<file path="config.mk">
export PLATFORM = sky130hd
export DESIGN_NAME = source_char_tokenizer_flat
export DESIGN_NICKNAME = d
export VERILOG_FILES = /design/src/rtl/stc_pkg.sv /design/src/rtl/stc_if.sv /design/src/rtl/stc_ram.sv /design/src/rtl/stc_fifo.sv /design/src/rtl/stc_front.sv /design/src/rtl/stc_back.sv /design/src/rtl/source_char_tokenizer.sv /design/src/flat_wrapper.sv
export SDC_FILE = /design/constraint.sdc
export NUM_CORES = 1
export LEC_CHECK = 0
export BUFFER_PORTS_ARGS = -buffer_cell sky130_fd_sc_hd__buf_2
export CORE_MARGIN = 3
export CORE_UTILIZATION = 65
export CTS_BUF_LIST = sky130_fd_sc_hd__clkbuf_2
export DETAILED_ROUTE_END_ITERATION = 10
export HOLD_SLACK_MARGIN = 0.05
export PLACE_DENSITY = 0.91
export SLEW_MARGIN = 30
export SYNTH_ARGS = -nofsm -noshare
export SYNTH_HDL_FRONTEND = slang
export SYNTH_SLANG_ARGS = --single-unit
export TNS_END_PERCENT = 100
</file>
<file path="constraint.sdc">
create_clock -name i_clk -period 3.75 [get_ports i_clk]
set_input_delay 0.375 -clock i_clk [delete_from_list [all_inputs] [get_ports i_clk]]
set_output_delay 0.375 -clock i_clk [all_outputs]
set_load 0.01 [all_outputs]
</file>
<file path="src/rtl/stc_pkg.sv">
package stc_pkg;

    localparam int MAX_TOKEN = 32;
    localparam int ADDR_W    = $clog2(MAX_TOKEN);
    localparam int LEN_W     = $clog2(MAX_TOKEN + 1);
    localparam int NUM_WORDS = 18;
    localparam int WIDX_W    = $clog2(NUM_WORDS);
    localparam int WORD_CHARS = 8;

    localparam logic [WIDX_W-1:0] WIDX_INT    = WIDX_W'(0);
    localparam logic [WIDX_W-1:0] WIDX_HEADER = WIDX_W'(16);
    localparam logic [WIDX_W-1:0] WIDX_TYPO   = WIDX_W'(17);

    localparam logic [2:0] KIND_KEYWORD = 3'd0;
    localparam logic [2:0] KIND_HEADER  = 3'd1;
    localparam logic [2:0] KIND_IDENT   = 3'd2;
    localparam logic [2:0] KIND_PLAIN   = 3'd3;
    localparam logic [2:0] KIND_OPER    = 3'd4;
    localparam logic [2:0] KIND_PUNCT   = 3'd5;

    localparam logic [7:0] CH_QUOTE = 8'h22;

    typedef logic [8*WORD_CHARS-1:0] t_word;

    typedef struct packed {
        logic [LEN_W-1:0] len;
        logic [2:0]       kind;
        logic             trunc;
        logic             use_fixed;
        logic             has_op;
        logic [2:0]       op_kind;
        logic [7:0]       op_char;
    } t_job;

    typedef struct packed {
        logic [2:0] kind;
        logic [7:0] text_char;
        logic       token_end;
        logic       run_end;
        logic       truncated;
    } t_result;

    typedef struct packed {
        logic              en;
        logic [ADDR_W-1:0] addr;
        logic [7:0]        data;
    } t_ram_wr;

    // word text left aligned, zero padded
    function automatic t_word word_text(input logic [WIDX_W-1:0] w);
        t_word t;
        case (w)
            5'd0:    t = {"int", 40'd0};
            5'd1:    t = {"char", 32'd0};
            5'd2:    t = {"float", 24'd0};
            5'd3:    t = {"double", 16'd0};
            5'd4:    t = {"if", 48'd0};
            5'd5:    t = {"else", 32'd0};
            5'd6:    t = {"for", 40'd0};
            5'd7:    t = {"while", 24'd0};
            5'd8:    t = {"do", 48'd0};
            5'd9:    t = {"switch", 16'd0};
            5'd10:   t = {"case", 32'd0};
            5'd11:   t = {"break", 24'd0};
            5'd12:   t = {"continue"};
            5'd13:   t = {"return", 16'd0};
            5'd14:   t = {"void", 32'd0};
            5'd15:   t = {"class", 24'd0};
            5'd16:   t = {"#include"};
            5'd17:   t = {"itn", 40'd0};
            default: t = '0;
        endcase
        return t;
    endfunction

    function automatic logic [3:0] word_len(input logic [WIDX_W-1:0] w);
        logic [3:0] n;
        case (w)
            5'd0, 5'd6, 5'd17:          n = 4'd3;
            5'd1, 5'd5, 5'd10, 5'd14:   n = 4'd4;
            5'd2, 5'd7, 5'd11, 5'd15:   n = 4'd5;
            5'd3, 5'd9, 5'd13:          n = 4'd6;
            5'd4, 5'd8:                 n = 4'd2;
            5'd12, 5'd16:               n = 4'd8;
            default:                    n = 4'd0;
        endcase
        return n;
    endfunction

    function automatic logic [7:0] word_char(input logic [WIDX_W-1:0] w,
                                             input logic [2:0] pos);
        t_word t;
        t = word_text(w);
        return t[8*WORD_CHARS-1 - 8*pos -: 8];
    endfunction

endpackage

</file>
<file path="src/rtl/stc_if.sv">
interface stc_in_if;
    logic       valid;
    logic       ready;
    logic       command;
    logic [7:0] char_code;

    modport source (output valid, output command, output char_code, input ready);
    modport sink   (input valid, input command, input char_code, output ready);
endinterface

interface stc_out_if;
    logic       valid;
    logic       ready;
    logic [2:0] kind;
    logic [7:0] text_char;
    logic       token_end;
    logic       run_end;
    logic       truncated;

    modport source (output valid, output kind, output text_char, output token_end,
                    output run_end, output truncated, input ready);
    modport sink   (input valid, input kind, input text_char, input token_end,
                    input run_end, input truncated, output ready);
endinterface

</file>
<file path="src/rtl/stc_ram.sv">
module stc_ram #(
    parameter int WIDTH = 8,
    parameter int DEPTH = 32
) (
    input  logic                     i_clk,
    input  logic                     i_wr_en,
    input  logic [$clog2(DEPTH)-1:0] i_wr_addr,
    input  logic [WIDTH-1:0]         i_wr_data,
    input  logic                     i_rd_en,
    input  logic [$clog2(DEPTH)-1:0] i_rd_addr,
    output logic [WIDTH-1:0]         o_rd_data
);
    logic [WIDTH-1:0] r_mem [DEPTH];
    logic [WIDTH-1:0] r_rd_data;

    always_ff @(posedge i_clk) begin
        if (i_wr_en) begin
            r_mem[i_wr_addr] <= i_wr_data;
        end
        if (i_rd_en) begin
            r_rd_data <= r_mem[i_rd_addr];
        end
    end

    assign o_rd_data = r_rd_data;
endmodule

</file>
<file path="src/rtl/stc_fifo.sv">
module stc_fifo (
    input  logic          i_clk,
    input  logic          i_rst_n,
    input  logic          i_push,
    input  stc_pkg::t_job i_data,
    output logic          o_full,
    input  logic          i_pop,
    output stc_pkg::t_job o_data,
    output logic          o_empty
);
    stc_pkg::t_job r_mem [2];
    logic       r_wr_ptr, n_wr_ptr;
    logic       r_rd_ptr, n_rd_ptr;
    logic [1:0] r_count, n_count;

    always_comb begin
        n_wr_ptr = r_wr_ptr;
        n_rd_ptr = r_rd_ptr;
        n_count  = r_count;
        if (i_push) begin
            n_wr_ptr = ~r_wr_ptr;
        end
        if (i_pop) begin
            n_rd_ptr = ~r_rd_ptr;
        end
        if (i_push && !i_pop) begin
            n_count = r_count + 2'd1;
        end else if (!i_push && i_pop) begin
            n_count = r_count - 2'd1;
        end
    end

    always_ff @(posedge i_clk) begin
        if (!i_rst_n) begin
            r_wr_ptr <= 1'b0;
            r_rd_ptr <= 1'b0;
            r_count  <= 2'd0;
        end else begin
            r_wr_ptr <= n_wr_ptr;
            r_rd_ptr <= n_rd_ptr;
            r_count  <= n_count;
        end
    end

    always_ff @(posedge i_clk) begin
        if (i_push) begin
            r_mem[r_wr_ptr] <= i_data;
        end
    end

    assign o_data  = r_mem[r_rd_ptr];
    assign o_full  = r_count[1];
    assign o_empty = (r_count == 2'd0);
endmodule

</file>
<file path="src/rtl/stc_front.sv">
module stc_front (
    input  logic             i_clk,
    input  logic             i_rst_n,
    stc_in_if.sink           i_in,
    input  logic             i_store_done,
    input  logic             i_q_full,
    output logic             o_push,
    output stc_pkg::t_job    o_job,
    output stc_pkg::t_ram_wr o_ram_wr
);
    logic [stc_pkg::LEN_W-1:0]     r_len, n_len;
    logic                          r_quote, n_quote;
    logic                          r_ovf, n_ovf;
    logic                          r_busy, n_busy;
    logic [stc_pkg::NUM_WORDS-1:0] r_match, n_match;

    logic       fire;
    logic [7:0] c;
    logic       is_delim, is_oper, is_punct;
    logic       do_flush, classed, has_op, append;
    logic [2:0] op_kind;
    logic [stc_pkg::NUM_WORDS-1:0] full_hit, step_match;
    logic       kw_hit;
    logic [2:0] flush_kind;
    logic       use_fixed;

    assign c    = i_in.char_code;
    assign fire = i_in.valid && i_in.ready;
    assign i_in.ready = !i_q_full && !r_busy;

    assign is_delim = (c == 8'h20) || (c == 8'h09) || (c == 8'h0A) || (c == 8'h0D);
    assign is_oper  = (c == "+") || (c == "-") || (c == "*") || (c == "/") ||
                      (c == "%") || (c == "=");
    assign is_punct = (c == "(") || (c == ")") || (c == "{") || (c == "}") ||
                      (c == ";") || (c == "[") || (c == "]");

    always_comb begin
        for (int w = 0; w < stc_pkg::NUM_WORDS; w++) begin
            full_hit[w] = r_match[w] &&
                (r_len == stc_pkg::LEN_W'(stc_pkg::word_len(stc_pkg::WIDX_W'(w))));
            step_match[w] = r_match[w] && (r_len < stc_pkg::LEN_W'(stc_pkg::WORD_CHARS)) &&
                (c == stc_pkg::word_char(stc_pkg::WIDX_W'(w), r_len[2:0]));
        end
    end

    assign kw_hit = |full_hit[15:0];

    always_comb begin
        do_flush = 1'b0;
        classed  = 1'b0;
        has_op   = 1'b0;
        append   = 1'b0;
        op_kind  = stc_pkg::KIND_OPER;
        if (i_in.command) begin
            do_flush = 1'b1;
            classed  = 1'b1;
        end else if (!r_quote && is_delim) begin
            do_flush = 1'b1;
            classed  = 1'b1;
        end else if (!r_quote && is_oper) begin
            do_flush = 1'b1;
            has_op   = 1'b1;
        end else if (!r_quote && is_punct) begin
            do_flush = 1'b1;
            has_op   = 1'b1;
            op_kind  = stc_pkg::KIND_PUNCT;
        end else begin
            append = 1'b1;
        end
    end

    always_comb begin
        flush_kind = stc_pkg::KIND_PLAIN;
        use_fixed  = 1'b0;
        if (classed) begin
            flush_kind = stc_pkg::KIND_IDENT;
            if (!r_ovf) begin
                if (kw_hit) begin
                    flush_kind = stc_pkg::KIND_KEYWORD;
                end else if (full_hit[stc_pkg::WIDX_HEADER]) begin
                    flush_kind = stc_pkg::KIND_HEADER;
                end else if (full_hit[stc_pkg::WIDX_TYPO]) begin
                    flush_kind = stc_pkg::KIND_KEYWORD;
                    use_fixed  = 1'b1;
                end
            end
        end
    end

    assign o_job.len       = r_len;
    assign o_job.kind      = flush_kind;
    assign o_job.trunc     = r_ovf;
    assign o_job.use_fixed = use_fixed;
    assign o_job.has_op    = has_op;
    assign o_job.op_kind   = op_kind;
    assign o_job.op_char   = c;
    assign o_push = fire && do_flush && (has_op || (r_len != '0));

    assign o_ram_wr.en   = fire && append && (r_len < stc_pkg::LEN_W'(stc_pkg::MAX_TOKEN));
    assign o_ram_wr.addr = r_len[stc_pkg::ADDR_W-1:0];
    assign o_ram_wr.data = c;

    always_comb begin
        n_len   = r_len;
        n_quote = r_quote;
        n_ovf   = r_ovf;
        n_match = r_match;
        n_busy  = r_busy;
        if (i_store_done) begin
            n_busy = 1'b0;
        end
        if (fire) begin
            if (i_in.command) begin
                n_quote = 1'b0;
            end
            if (do_flush) begin
                if (r_len != '0) begin
                    n_busy = 1'b1;
                end
                n_len   = '0;
                n_ovf   = 1'b0;
                n_match = '1;
            end else if (append) begin
                if (c == stc_pkg::CH_QUOTE) begin
                    n_quote = !r_quote;
                end
                if (o_ram_wr.en) begin
                    n_len   = r_len + stc_pkg::LEN_W'(1);
                    n_match = step_match;
                end else begin
                    n_ovf = 1'b1;
                end
            end
        end
    end

    always_ff @(posedge i_clk) begin
        if (!i_rst_n) begin
            r_len   <= '0;
            r_quote <= 1'b0;
            r_ovf   <= 1'b0;
            r_busy  <= 1'b0;
            r_match <= '1;
        end else begin
            r_len   <= n_len;
            r_quote <= n_quote;
            r_ovf   <= n_ovf;
            r_busy  <= n_busy;
            r_match <= n_match;
        end
    end
endmodule

</file>
<file path="src/rtl/stc_back.sv">
module stc_back (
    input  logic                       i_clk,
    input  logic                       i_rst_n,
    input  logic                       i_q_empty,
    input  stc_pkg::t_job              i_job,
    output logic                       o_pop,
    output logic                       o_rd_en,
    output logic [stc_pkg::ADDR_W-1:0] o_rd_addr,
    input  logic [7:0]                 i_rd_data,
    output logic                       o_store_done,
    stc_out_if.source                  o_out
);
    localparam logic [1:0] S_IDLE  = 2'd0;
    localparam logic [1:0] S_FETCH = 2'd1;
    localparam logic [1:0] S_LOAD  = 2'd2;
    localparam logic [1:0] S_OP    = 2'd3;

    logic [1:0]                 r_state, n_state;
    stc_pkg::t_job              r_job, n_job;
    logic [stc_pkg::ADDR_W-1:0] r_idx, n_idx;
    logic                       r_out_valid, n_out_valid;
    stc_pkg::t_result           r_out, n_out;

    logic       out_free;
    logic       last;
    logic [7:0] ch;

    assign out_free = !r_out_valid || o_out.ready;
    assign last = ({1'b0, r_idx} == (r_job.len - stc_pkg::LEN_W'(1)));
    assign ch = r_job.use_fixed ? stc_pkg::word_char(stc_pkg::WIDX_INT, r_idx[2:0])
                                : i_rd_data;

    assign o_rd_en   = (r_state == S_FETCH);
    assign o_rd_addr = r_idx;

    always_comb begin
        n_state      = r_state;
        n_job        = r_job;
        n_idx        = r_idx;
        n_out        = r_out;
        n_out_valid  = r_out_valid;
        o_pop        = 1'b0;
        o_store_done = 1'b0;
        if (o_out.ready) begin
            n_out_valid = 1'b0;
        end
        case (r_state)
            S_IDLE: begin
                if (!i_q_empty) begin
                    o_pop = 1'b1;
                    n_job = i_job;
                    n_idx = '0;
                    n_state = (i_job.len != '0) ? S_FETCH : S_OP;
                end
            end
            S_FETCH: begin
                n_state = S_LOAD;
            end
            S_LOAD: begin
                if (out_free) begin
                    n_out_valid     = 1'b1;
                    n_out.kind      = r_job.kind;
                    n_out.text_char = ch;
                    n_out.token_end = last;
                    n_out.run_end   = last && !r_job.has_op;
                    n_out.truncated = r_job.trunc;
                    if (last) begin
                        o_store_done = 1'b1;
                        n_state = r_job.has_op ? S_OP : S_IDLE;
                    end else begin
                        n_idx   = r_idx + stc_pkg::ADDR_W'(1);
                        n_state = S_FETCH;
                    end
                end
            end
            S_OP: begin
                if (out_free) begin
                    n_out_valid     = 1'b1;
                    n_out.kind      = r_job.op_kind;
                    n_out.text_char = r_job.op_char;
                    n_out.token_end = 1'b1;
                    n_out.run_end   = 1'b1;
                    n_out.truncated = 1'b0;
                    n_state = S_IDLE;
                end
            end
            default: begin
                n_state = S_IDLE;
            end
        endcase
    end

    always_ff @(posedge i_clk) begin
        if (!i_rst_n) begin
            r_state     <= S_IDLE;
            r_out_valid <= 1'b0;
        end else begin
            r_state     <= n_state;
            r_out_valid <= n_out_valid;
        end
    end

    always_ff @(posedge i_clk) begin
        r_job <= n_job;
        r_idx <= n_idx;
        r_out <= n_out;
    end

    assign o_out.valid     = r_out_valid;
    assign o_out.kind      = r_out.kind;
    assign o_out.text_char = r_out.text_char;
    assign o_out.token_end = r_out.token_end;
    assign o_out.run_end   = r_out.run_end;
    assign o_out.truncated = r_out.truncated;
endmodule

</file>
<file path="src/rtl/source_char_tokenizer.sv">
// source character tokenizer
// i_in: one beat per source character (command = 0) or end of line (command = 1)
// o_out: one beat per emitted character; kind, token_end, run_end and truncated
//   travel with each character, run_end marks the last beat caused by an input
// a character that only extends the current token gives no output beat
// the front classifies each beat, keeps the token in a 32-entry RAM and tracks
//   string mode and keyword prefix matches; flush jobs go into a two-entry queue
// the back takes a job from the queue, then drains it one token character at a
//   time (RAM read, then output register load), then the operator or punctuation
//   character if any; with the back idle, a flushing input beat passes through the
//   queue, the RAM read and the output register to the output, and an operator or
//   punctuation beat with no token skips the RAM read
// input ready drops while the queue is full or while the back still reads the token
//   RAM for a previous flush; ordinary characters are otherwise taken every cycle
// a stalled output holds its beat in the output register; the back and then the
//   front stall behind it
// reset clears string mode, token length, overflow flag, queue and output valid;
//   no RAM clearing is needed
module source_char_tokenizer (
    input  logic       i_clk,
    input  logic       i_rst_n,
    stc_in_if.sink     i_in,
    stc_out_if.source  o_out
);
    logic             q_push, q_pop, q_full, q_empty;
    stc_pkg::t_job    q_in, q_out;
    stc_pkg::t_ram_wr ram_wr;
    logic             rd_en;
    logic [stc_pkg::ADDR_W-1:0] rd_addr;
    logic [7:0]       rd_data;
    logic             store_done;

    stc_front u_front (
        .i_clk        (i_clk),
        .i_rst_n      (i_rst_n),
        .i_in         (i_in),
        .i_store_done (store_done),
        .i_q_full     (q_full),
        .o_push       (q_push),
        .o_job        (q_in),
        .o_ram_wr     (ram_wr)
    );

    stc_ram #(
        .WIDTH (8),
        .DEPTH (stc_pkg::MAX_TOKEN)
    ) u_store (
        .i_clk     (i_clk),
        .i_wr_en   (ram_wr.en),
        .i_wr_addr (ram_wr.addr),
        .i_wr_data (ram_wr.data),
        .i_rd_en   (rd_en),
        .i_rd_addr (rd_addr),
        .o_rd_data (rd_data)
    );

    stc_fifo u_queue (
        .i_clk   (i_clk),
        .i_rst_n (i_rst_n),
        .i_push  (q_push),
        .i_data  (q_in),
        .o_full  (q_full),
        .i_pop   (q_pop),
        .o_data  (q_out),
        .o_empty (q_empty)
    );

    stc_back u_back (
        .i_clk        (i_clk),
        .i_rst_n      (i_rst_n),
        .i_q_empty    (q_empty),
        .i_job        (q_out),
        .o_pop        (q_pop),
        .o_rd_en      (rd_en),
        .o_rd_addr    (rd_addr),
        .i_rd_data    (rd_data),
        .o_store_done (store_done),
        .o_out        (o_out)
    );
endmodule

</file>
<file path="src/flat_wrapper.sv">
// flat-port wrapper written by rule: the top's interface ports become plain ports
module source_char_tokenizer_flat 
  (i_clk, i_rst_n, i_in_valid, i_in_command, i_in_char_code, i_in_ready, o_out_valid, o_out_kind, o_out_text_char, o_out_token_end, o_out_run_end, o_out_truncated, o_out_ready);
  stc_in_if i_in_i ();
  stc_out_if o_out_i ();
  input  logic i_clk;
  input  logic i_rst_n;
  input wire logic [$bits(i_in_i.valid)-1:0] i_in_valid;
  input wire logic [$bits(i_in_i.command)-1:0] i_in_command;
  input wire logic [$bits(i_in_i.char_code)-1:0] i_in_char_code;
  output wire logic [$bits(i_in_i.ready)-1:0] i_in_ready;
  output wire logic [$bits(o_out_i.valid)-1:0] o_out_valid;
  output wire logic [$bits(o_out_i.kind)-1:0] o_out_kind;
  output wire logic [$bits(o_out_i.text_char)-1:0] o_out_text_char;
  output wire logic [$bits(o_out_i.token_end)-1:0] o_out_token_end;
  output wire logic [$bits(o_out_i.run_end)-1:0] o_out_run_end;
  output wire logic [$bits(o_out_i.truncated)-1:0] o_out_truncated;
  input wire logic [$bits(o_out_i.ready)-1:0] o_out_ready;
  assign i_in_i.valid = i_in_valid;
  assign i_in_i.command = i_in_command;
  assign i_in_i.char_code = i_in_char_code;
  assign i_in_ready = i_in_i.ready;
  assign o_out_valid = o_out_i.valid;
  assign o_out_kind = o_out_i.kind;
  assign o_out_text_char = o_out_i.text_char;
  assign o_out_token_end = o_out_i.token_end;
  assign o_out_run_end = o_out_i.run_end;
  assign o_out_truncated = o_out_i.truncated;
  assign o_out_i.ready = o_out_ready;
  source_char_tokenizer u_core (.i_clk(i_clk), .i_rst_n(i_rst_n), .i_in(i_in_i), .o_out(o_out_i));
endmodule
</file>
==> impl.org, run 1 <==
** Synth
- Post-synth ARST share :: 0%
- Syn Nets :: 1116
- Number of distinct library cells after synthesis :: 68
- Yosys mapped a number of flops with a built-in enable equal to 343.
- Portion of the post-synthesis area used by sequential elements :: 65.8%
- Ys Warns :: 0
- Dominant register cell in the synthesized netlist :: sky130_fd_sc_hd__edfxtp_1
- Cell type with the highest aggregate area in the netlist :: sky130_fd_sc_hd__edfxtp_1
- Synth Register Bits :: 378
- After synthesis, the largest area contributor takes up 61.7% of total cell area.
- Cell area after technology mapping :: 16700 um^2
- A synthesized cell averages 15.3 um^2.
- Post-Synthesis Cells :: 1089
- In the post-synthesis netlist, the biggest area contributors are sky130_fd_sc_hd__edfxtp_1 62%, sky130_fd_sc_hd__mux4_2 9.2%, sky130_fd_sc_hd__dfxtp_1 4.2%, sky130_fd_sc_hd__mux2_2 2.1%, sky130_fd_sc_hd__mux4_1 1.9%.

** Worst setup path
- Kind of start point of the critical path :: flop
- In this run the worst path has a maximum fanout of 15.
- Kind of end point of the critical path :: flop
- Data on the critical path arrives at its endpoint at 3.82 ns.
- Req. time, crit path :: 4.41 ns
- WS Path Type :: reg2reg

** Final layout
- After the last flow step, the layout net total stands at 1237.
- Relative to the synthesized area, the layout overhead comes to 9.82%.
- Ratio of cells with drive above 1 in the final layout :: 27.1%
- Measured on the finished design, the core utilization comes to 72.6%.

** Timing
- Clock Skews :: 0.101 ns
- Highest attainable clock frequency :: 317 MHz
- For the pin with the worst max-slew slack, the measured transition is 0.838 ns.
- Max-slew violations :: 0
- The worst path in the final design needs a cycle of 3.15 ns, including I/O delays and setup.
- Final setup violation count :: 0
- Worst relative slew slack :: 43.2%
- The hold violation count in the final report is 0.
- Setup tns final :: 0 ns
- Setup repair after global routing left no endpoint under its margin.
- Of the available clock period, the critical path in the final layout requires 84.0%.

** Clocking
- The number of gates resized after CTS was 0.
- The tree is rooted in a sky130_fd_sc_hd__clkbuf_2.
- Once the clock tree was built, the setup fixing pass inserted 0 buffers.
- After clock tree synthesis, the flow added hold-fix buffers numbering 12.
- Clk sinks :: 378
- No sink is reached through more buffers than the 3 on the longest clock path.
- Num CTS Buffers :: 85
- For the worst-skew pair, the clock arrives at the later sink with an insertion delay of 0.94 ns.
- After clock tree synthesis, the clock-pin slew on the worst setup and hold paths is 0.13 ns.
- CTS tree :: done
- Count of H-tree levels built during CTS :: 3

** Routing
- The count of nets left with antenna violations once routing finished came out at 0.
- After detailed routing, the number of vias per cell comes to 6.73.
- For this run, design rule violations remaining after detail routing come to 0.
- Router iterations before antenna repair :: 6
- Wire length per cell :: 25.8 um
- Summing over every cut layer, the via total after detailed routing is 10800.
- Summed over all layers, the routed wires come to 41.4 mm.
- Number of DRC markers in iteration 0 :: 1686

** Floorplan
- The die is 166 um tall.
- # rows :: 58
- Die Area :: 27700 um^2
- The region available for standard cell placement spans 25300 um^2.
- Once the floorplan was initialized, standard cells occupied 66.2% of the core.
- Horizontal die dimension :: 166 um
- # IOs :: 29

** Place
- Hpwl dp :: 27.3 mm
- At the end of routability-driven placement, the weighted congestion stood at 0.950.
- Buffers added on ports :: 28

** GRT
- Entering global routing, the biggest net connects 54 pins.
- Remaining global-route overflow :: 0
- The initial antenna violation count was 2.
- Global-route wire length before repair :: 63.4 mm
- The number of global-route vias before repair was 10500.
- GRT Resource Usage Total :: 30.2%

** Status
- The flow ran to the end, and the final reports show no timing, DRC or antenna violations.

** Power
- Static Leak :: 0.00626 uW
- Power per Cell Area :: 599 nW/um^2
- Worst vdd ir :: 562 uV

** Job
- Maximum Capacitance Violations :: 0

** Min path
- Class of the tightest hold or removal check :: in2reg
cell usage in the layout, fill, tap and decap left out, drive strengths merged, types with 3 or more instances in the layout:
cell type    synthesis  final
nand2b              26     26
buf                 35     99
a31o                 3      3
nor4b                3      3
a31oi               13     13
and2                 9      9
mux2                31     31
or2                  6      6
a211oi               7      7
mux2i                8      8
dlygate4sd3          0     12
nor2b                9      9
nor3b                4      4
nand3               24     24
clkbuf              42    125
inv                 23     24
nand2               57     57
o32ai                4      4
edfxtp             343    343
o211ai               6      6
nor4                22     22
a21boi               3      3
dfxtp               35     35
or3b                 3      3
xor2                18     18
ha                  14     14
clkinv               1     25
nor2                66     66
o21ai               33     33
o221ai               3      3
a21oi               35     35
or3                  6      6
o22ai               14     14
mux4                80     80
a22oi                4      4
nor3                31     31
o31ai                3      3
xnor2               31     31
nand4               12     12
a221oi               3      3
metal layers:
metal  share of wire (%)  up-vias  global-route usage, %
met2                  48      869                   47.8
met4                 3.1        0                   9.47
met3                  12      123                   6.38
met1                  37     5247                   43.3
met5                   0        -                      0
li1                    -     4568                      -
cell families after synthesis:
logic type,count (synthesis),share of synthesized area (%)
XOR/XNOR,49,2.57
buffers and inverters,101,2.78
adder cells (fa/ha/maj),14,1.05
AO/OA/AOI/OAI,145,5.56
flip-flops,378,65.8
multiplexers,119,13.6
AND/OR/NAND/NOR,283,8.58
power by group:
group	internal, uW	switching (uW)
logic	1540	1740
clock network	905	1560
registers	5000	256
cells in the mapped netlist, types with 13 or more instances:
| cell | instances |
|---|---|
| sky130_fd_sc_hd__nand2_1 | 57 |
| sky130_fd_sc_hd__xnor2_1 | 31 |
| sky130_fd_sc_hd__a21oi_1 | 35 |
| sky130_fd_sc_hd__o21ai_0 | 29 |
| sky130_fd_sc_hd__nand3_1 | 24 |
| sky130_fd_sc_hd__o22ai_1 | 14 |
| sky130_fd_sc_hd__mux2_2 | 31 |
| sky130_fd_sc_hd__xor2_1 | 18 |
| sky130_fd_sc_hd__dfxtp_1 | 35 |
| sky130_fd_sc_hd__nor3_1 | 30 |
| sky130_fd_sc_hd__nor4_1 | 22 |
| sky130_fd_sc_hd__edfxtp_1 | 343 |
| sky130_fd_sc_hd__buf_1 | 17 |
| sky130_fd_sc_hd__clkbuf_1 | 42 |
| sky130_fd_sc_hd__ha_1 | 14 |
| sky130_fd_sc_hd__mux4_2 | 68 |
| sky130_fd_sc_hd__a31oi_1 | 13 |
| sky130_fd_sc_hd__nand2b_1 | 26 |
| sky130_fd_sc_hd__nor2_1 | 66 |
| sky130_fd_sc_hd__inv_1 | 22 |
flip-flops by register name, summed over array words and instances, names as in the netlist, 3 cells and up, named ones only:
| name | flops |
|---|---|
| u_core.u_store.r_mem | 256 |
| u_core.u_queue.r_mem | 40 |
| u_core.u_back.r_job | 20 |
| u_core.u_front.r_match | 18 |
| u_core.u_back.o_out.text_char | 8 |
| u_core.u_store.o_rd_data | 8 |
| u_core.u_front.r_len | 6 |
| u_core.u_back.o_rd_addr | 5 |
| u_core.u_back.o_out.kind | 3 |
final timing paths:
| check | from | end | slack, ns | depth (start not counted) |
|---|---|---|---|---|
| max | u_core.u_front.r_len[1] | u_core.u_queue.r_mem[0][13] | 0.60 | 7 |
| min | i_rst_n | u_core.u_front.r_match[3] | 0.33 | 3 |
| max reg2reg | u_core.u_front.r_len[1] | u_core.u_queue.r_mem[0][13] | 0.60 | 7 |
| min reg2reg | u_core.u_front.r_match[4] | u_core.u_front.r_match[4] | 0.46 | 2 |
cell type report:
type | count | area (um^2)
Inverter | 24 | 90.1
Timing Repair Buffer | 111 | 843
Multi-Input combinational cell | 610 | 5240
Antenna cell | 2 | 5.00
Clock inverter | 26 | 128
Tap cell | 330 | 413
Sequential cell | 378 | 11000
Clock buffer | 125 | 626
Fill cell | 1508 | 6910
critical path, cell delays in order (launching register included):
cell	delay, ns
sky130_fd_sc_hd__dfxtp_1	0.65
sky130_fd_sc_hd__ha_1	0.68
sky130_fd_sc_hd__nor2b_1	0.58
sky130_fd_sc_hd__o21ai_0	0.26
sky130_fd_sc_hd__o221ai_1	0.12
sky130_fd_sc_hd__o21ai_0	0.15
sky130_fd_sc_hd__and2_1	0.18
sky130_fd_sc_hd__a211o_1	0.30
metrics by stage:
stage / area (um^2) / setup WS, ns / total power (uW) / cells / hold WS, ns
final: 18300 / 0.599 / 11000 / 1606 / 0.334
after global routing: 18300 / 0.499 / 11500 / 1605 / 0.335
after CTS: 18300 / 0.729 / 11000 / 1604 / 0.298
after detailed placement: 17500 / 0.404 / 8550 / 1441 / 0.451
after global placement: 17500 / 0.550 / 8380 / 1441 / 0.445
after floorplan: 16700 / 0.585 / 7530 / 1089 / 0.429
No activity file was read; power rests on OpenSTA's default activity.
==> inputs of run 2 (changes only) <==
- CORE_UTILIZATION: 65 -> 59
- PLACE_DENSITY: 0.91 -> 0.87
- clock period: 3.75 -> 2.88 ns (I/O delays scaled with it)
==> impl.org, run 2 (synthesis gave the netlist of run 1 again) <==
** Status
- Outcome :: finished clean

** Worst setup path
- The highest net fanout along the worst path came to 18 (+3).
- Slowest library cell on the worst path :: sky130_fd_sc_hd__mux4_1
- Worst path cell trace :: buf_12, buf_4, mux4_1, mux4_2, mux2_2
- Count of buffering cells on the critical path with inverters included :: 2 (+2)
- Worst stage delay on the critical path :: 0.60 ns (-0.08 ns)
- Req. time, crit path :: 3.52 ns (-0.89 ns)
- Kind of start point of the critical path :: flop
- Kind of end point of the critical path :: flop
- The kind of cell with the highest combined delay along the critical path is multiplexers.
- WS Path Type :: reg2reg
- Arr. time, crit path :: 3.27 ns (-0.55 ns)

** Place
- The half-perimeter wire length after placement was 27.6 mm (+1.0%).
- Buffers added on ports :: 28 (unchanged)
- The final estimated routing congestion in global placement was 0.950 (about the same).
- Pre-CTS worst setup slack :: 0.119 ns (-0.285 ns)
- # placed instances :: 1511 (+4.9%)

** Clocking
- Longest Clk Path Bufs :: 3 (unchanged)
- The level count of the clock H-tree was 3 (unchanged).
- The post-CTS setup-driven buffer insertion count is 0 (unchanged).
- CTS root buffer :: sky130_fd_sc_hd__clkbuf_2
- Num CTS Buffers :: 88 (+3.5%)
- Clock Latency Late Sink :: 0.89 ns (-0.05 ns)
- TritonCTS built the clock tree.
- Clk pin slew, worst setup/hold paths :: 0.11 ns (-0.02 ns)
- The number of sinks driven by the clock tree came to 378 (unchanged).

** Final layout
- Area of combinational cells with multiple inputs :: 5240 um^2 (about the same)
- Ratio of cells with drive above 1 in the final layout :: 28.7% (+1.6 points)
- The sequential cell area is 11000 um^2 (unchanged).
- The count of filler cells inserted in the layout came to 1781 (+18%).
- The largest registers in the layout are u_core.u_store.r_mem (256), u_core.u_queue.r_mem (40), u_core.u_back.r_job (20).
- Number of nets in the layout :: 1269 (+2.6%)
- The post-layout utilization of the core is 68.2% (-4.4 points).
- Most flop-heavy register :: u_core.u_store.r_mem
- The number of flip-flops under the largest register name is 256 (unchanged).
- Most common cell after layout, fill and taps aside :: sky130_fd_sc_hd__edfxtp_1
- Commonest cells after routing, fill and taps aside :: 343 x sky130_fd_sc_hd__edfxtp_1, 131 x sky130_fd_sc_hd__clkbuf_2, 92 x sky130_fd_sc_hd__buf_4
- Final instance count without filler cells :: 1682 (+4.7%)
- The area growth from synthesis to layout is 11.9%.

** Routing
- The routed wire length was 41.0 mm (-1.1%).
- The first-pass iteration count of the detailed router was 8 (+2).
- Number of DRC markers in iteration 0 :: 1464 (-13%)
- Wire length per cell :: 24.3 um (-5.5%)
- The number of vias per cell after detailed routing was 6.34 (-5.8%).
- The number of DRC violations after detailed routing came to 0 (unchanged).
- Via total after detailed routing :: 10700 (-1.3%)
- Final ANT Viol Nets :: 0 (unchanged)

** GRT
- The initial antenna violation count came to 1 (-1).
- Met1 Track Usage GR :: 35.9% (-7.4 points)
- Global-route wire length before repair :: 63.5 mm (+0.12%)
- The layer flagged by global routing as most heavily used is met2.
- Vias in the first global route :: 10800 (+3.3%)
- The largest net degree at the start of global routing came to 70 (+30%).
- The global route total overflow was 0 (unchanged).
- Met3 Use GR :: 5.88% (-0.50 points)
- GRT Resource Usage Total :: 27.4% (-2.7 points)
- Met2 track utilization from global routing :: 44.7% (-3.0 points)

** Timing
- Final setup violation count :: 0 (unchanged)
- Time the final worst path needs with I/O delays and setup :: 2.63 ns (-0.518 ns)
- The maximum clock frequency was 380 MHz (+20%).
- The relative slew slack was 48.5% (+5.3 points).
- RSZ-0062 raised after global routing :: no
- The hold violation count in the final report came to 0 (unchanged).
- Max-slew violations :: 0 (unchanged)
- The worst setup slack after layout came to 0.247 ns (-0.352 ns).
- Clock Skews :: 0.0483 ns (-0.0527 ns)
- The final sum of negative setup slack is 0 ns (unchanged).
- The transition time at the pin with the least slew margin came to 0.773 ns (-0.0656 ns).
- The post-route fraction of the period consumed by the critical path is 91.4% (+7.4 points).

** Floorplan
- The area of the die came to 30400 um^2 (+9.8%).
- The I/O pin count is 29 (unchanged).
- The die height is 174 um (+4.8%).
- The initial core utilization is 61.0% (-5.2 points).
- Core box area :: 27400 um^2 (+8.5%)
- The die width was 174 um (+4.8%).
- The floorplan row count came to 60 (+3.4%).

** Power
- Static Leak :: 0.00643 uW (+2.8%)
- The largest voltage drop on the vdd net was 431 uV (-23%).
- Total chip power :: 14400 uW (+31%)
- Power per Cell Area :: 770 nW/um^2 (+29%)

** Min path
- Class of the tightest hold or removal check :: in2reg

** Job
- The count of maximum capacitance violations was 0 (unchanged).
run 2: cell types whose count changed in the layout (fill, tap and decap cells not counted):
cell / before / now
sky130_fd_sc_hd__inv_6: 1 / 0
sky130_fd_sc_hd__clkinv_4: 3 / 0
sky130_fd_sc_hd__buf_4: 67 / 92
sky130_fd_sc_hd__nor2b_2: 0 / 1
sky130_fd_sc_hd__clkbuf_2: 125 / 131
sky130_fd_sc_hd__nor2b_1: 9 / 8
sky130_fd_sc_hd__diode_2: 2 / 1
sky130_fd_sc_hd__dlygate4sd3_1: 12 / 13
sky130_fd_sc_hd__buf_12: 4 / 7
sky130_fd_sc_hd__clkinvlp_4: 1 / 2
sky130_fd_sc_hd__bufinv_16: 0 / 1
sky130_fd_sc_hd__clkinv_1: 17 / 21
sky130_fd_sc_hd__clkinv_2: 5 / 3
run 2: path summary, 6_finish.rpt:
path	startpoint	end	slack, ns	cells past startpoint
setup / recovery	u_core.u_back.o_rd_addr[0]	u_core.u_store.o_rd_data[1]	0.25	5
hold / removal	i_rst_n	u_core.u_front.r_match[3]	0.27	3
setup reg to reg	u_core.u_back.o_rd_addr[0]	u_core.u_store.o_rd_data[1]	0.25	5
hold reg to reg	u_core.u_front.r_match[6]	u_core.u_front.r_match[6]	0.47	2
run 2: repair_timing:
item / in CTS / in global routing
endpoints found under the hold margin: 290 / 0
resized for setup: 0 / 0
hold buffers: 13 / 0
run 2: worst register-to-register path: cells and delay by family, from the launching register on:
family,cells,cell delay [ns]
buf+inv,2,0.53
flops,1,0.43
mux,3,1.43
run 2: metal layers:
layer,routed length [um],share of wire (%)
met1,15300,37
met2,20300,50
met3,3790,9.2
met4,1490,3.6
met5,0,0
run 2: where the power goes:
group / switching (uW) / internal (uW)
clock: 2040 / 1300
combinational: 2330 / 2010
sequential: 219 / 6500
run 2: layout make-up:
class                           count  share of cell area (%)
Tap cell                          372                    2.49
Timing Repair Buffer              140                    5.89
Antenna cell                        1                  0.0134
Inverter                           24                   0.482
Clock buffer                      131                    3.51
Clock inverter                     26                   0.723
Sequential cell                   378                    58.8
Multi-Input combinational cell    610                    28.1
run 2: metrics by stage:
stage | hold slack (ns) | instance area (um^2)
final | 0.275 | 18700
after global routing | 0.258 | 18700
after CTS | 0.223 | 18700
after detailed placement | 0.450 | 17800
after global placement | 0.444 | 17800
after floorplan | 0.387 | 16700
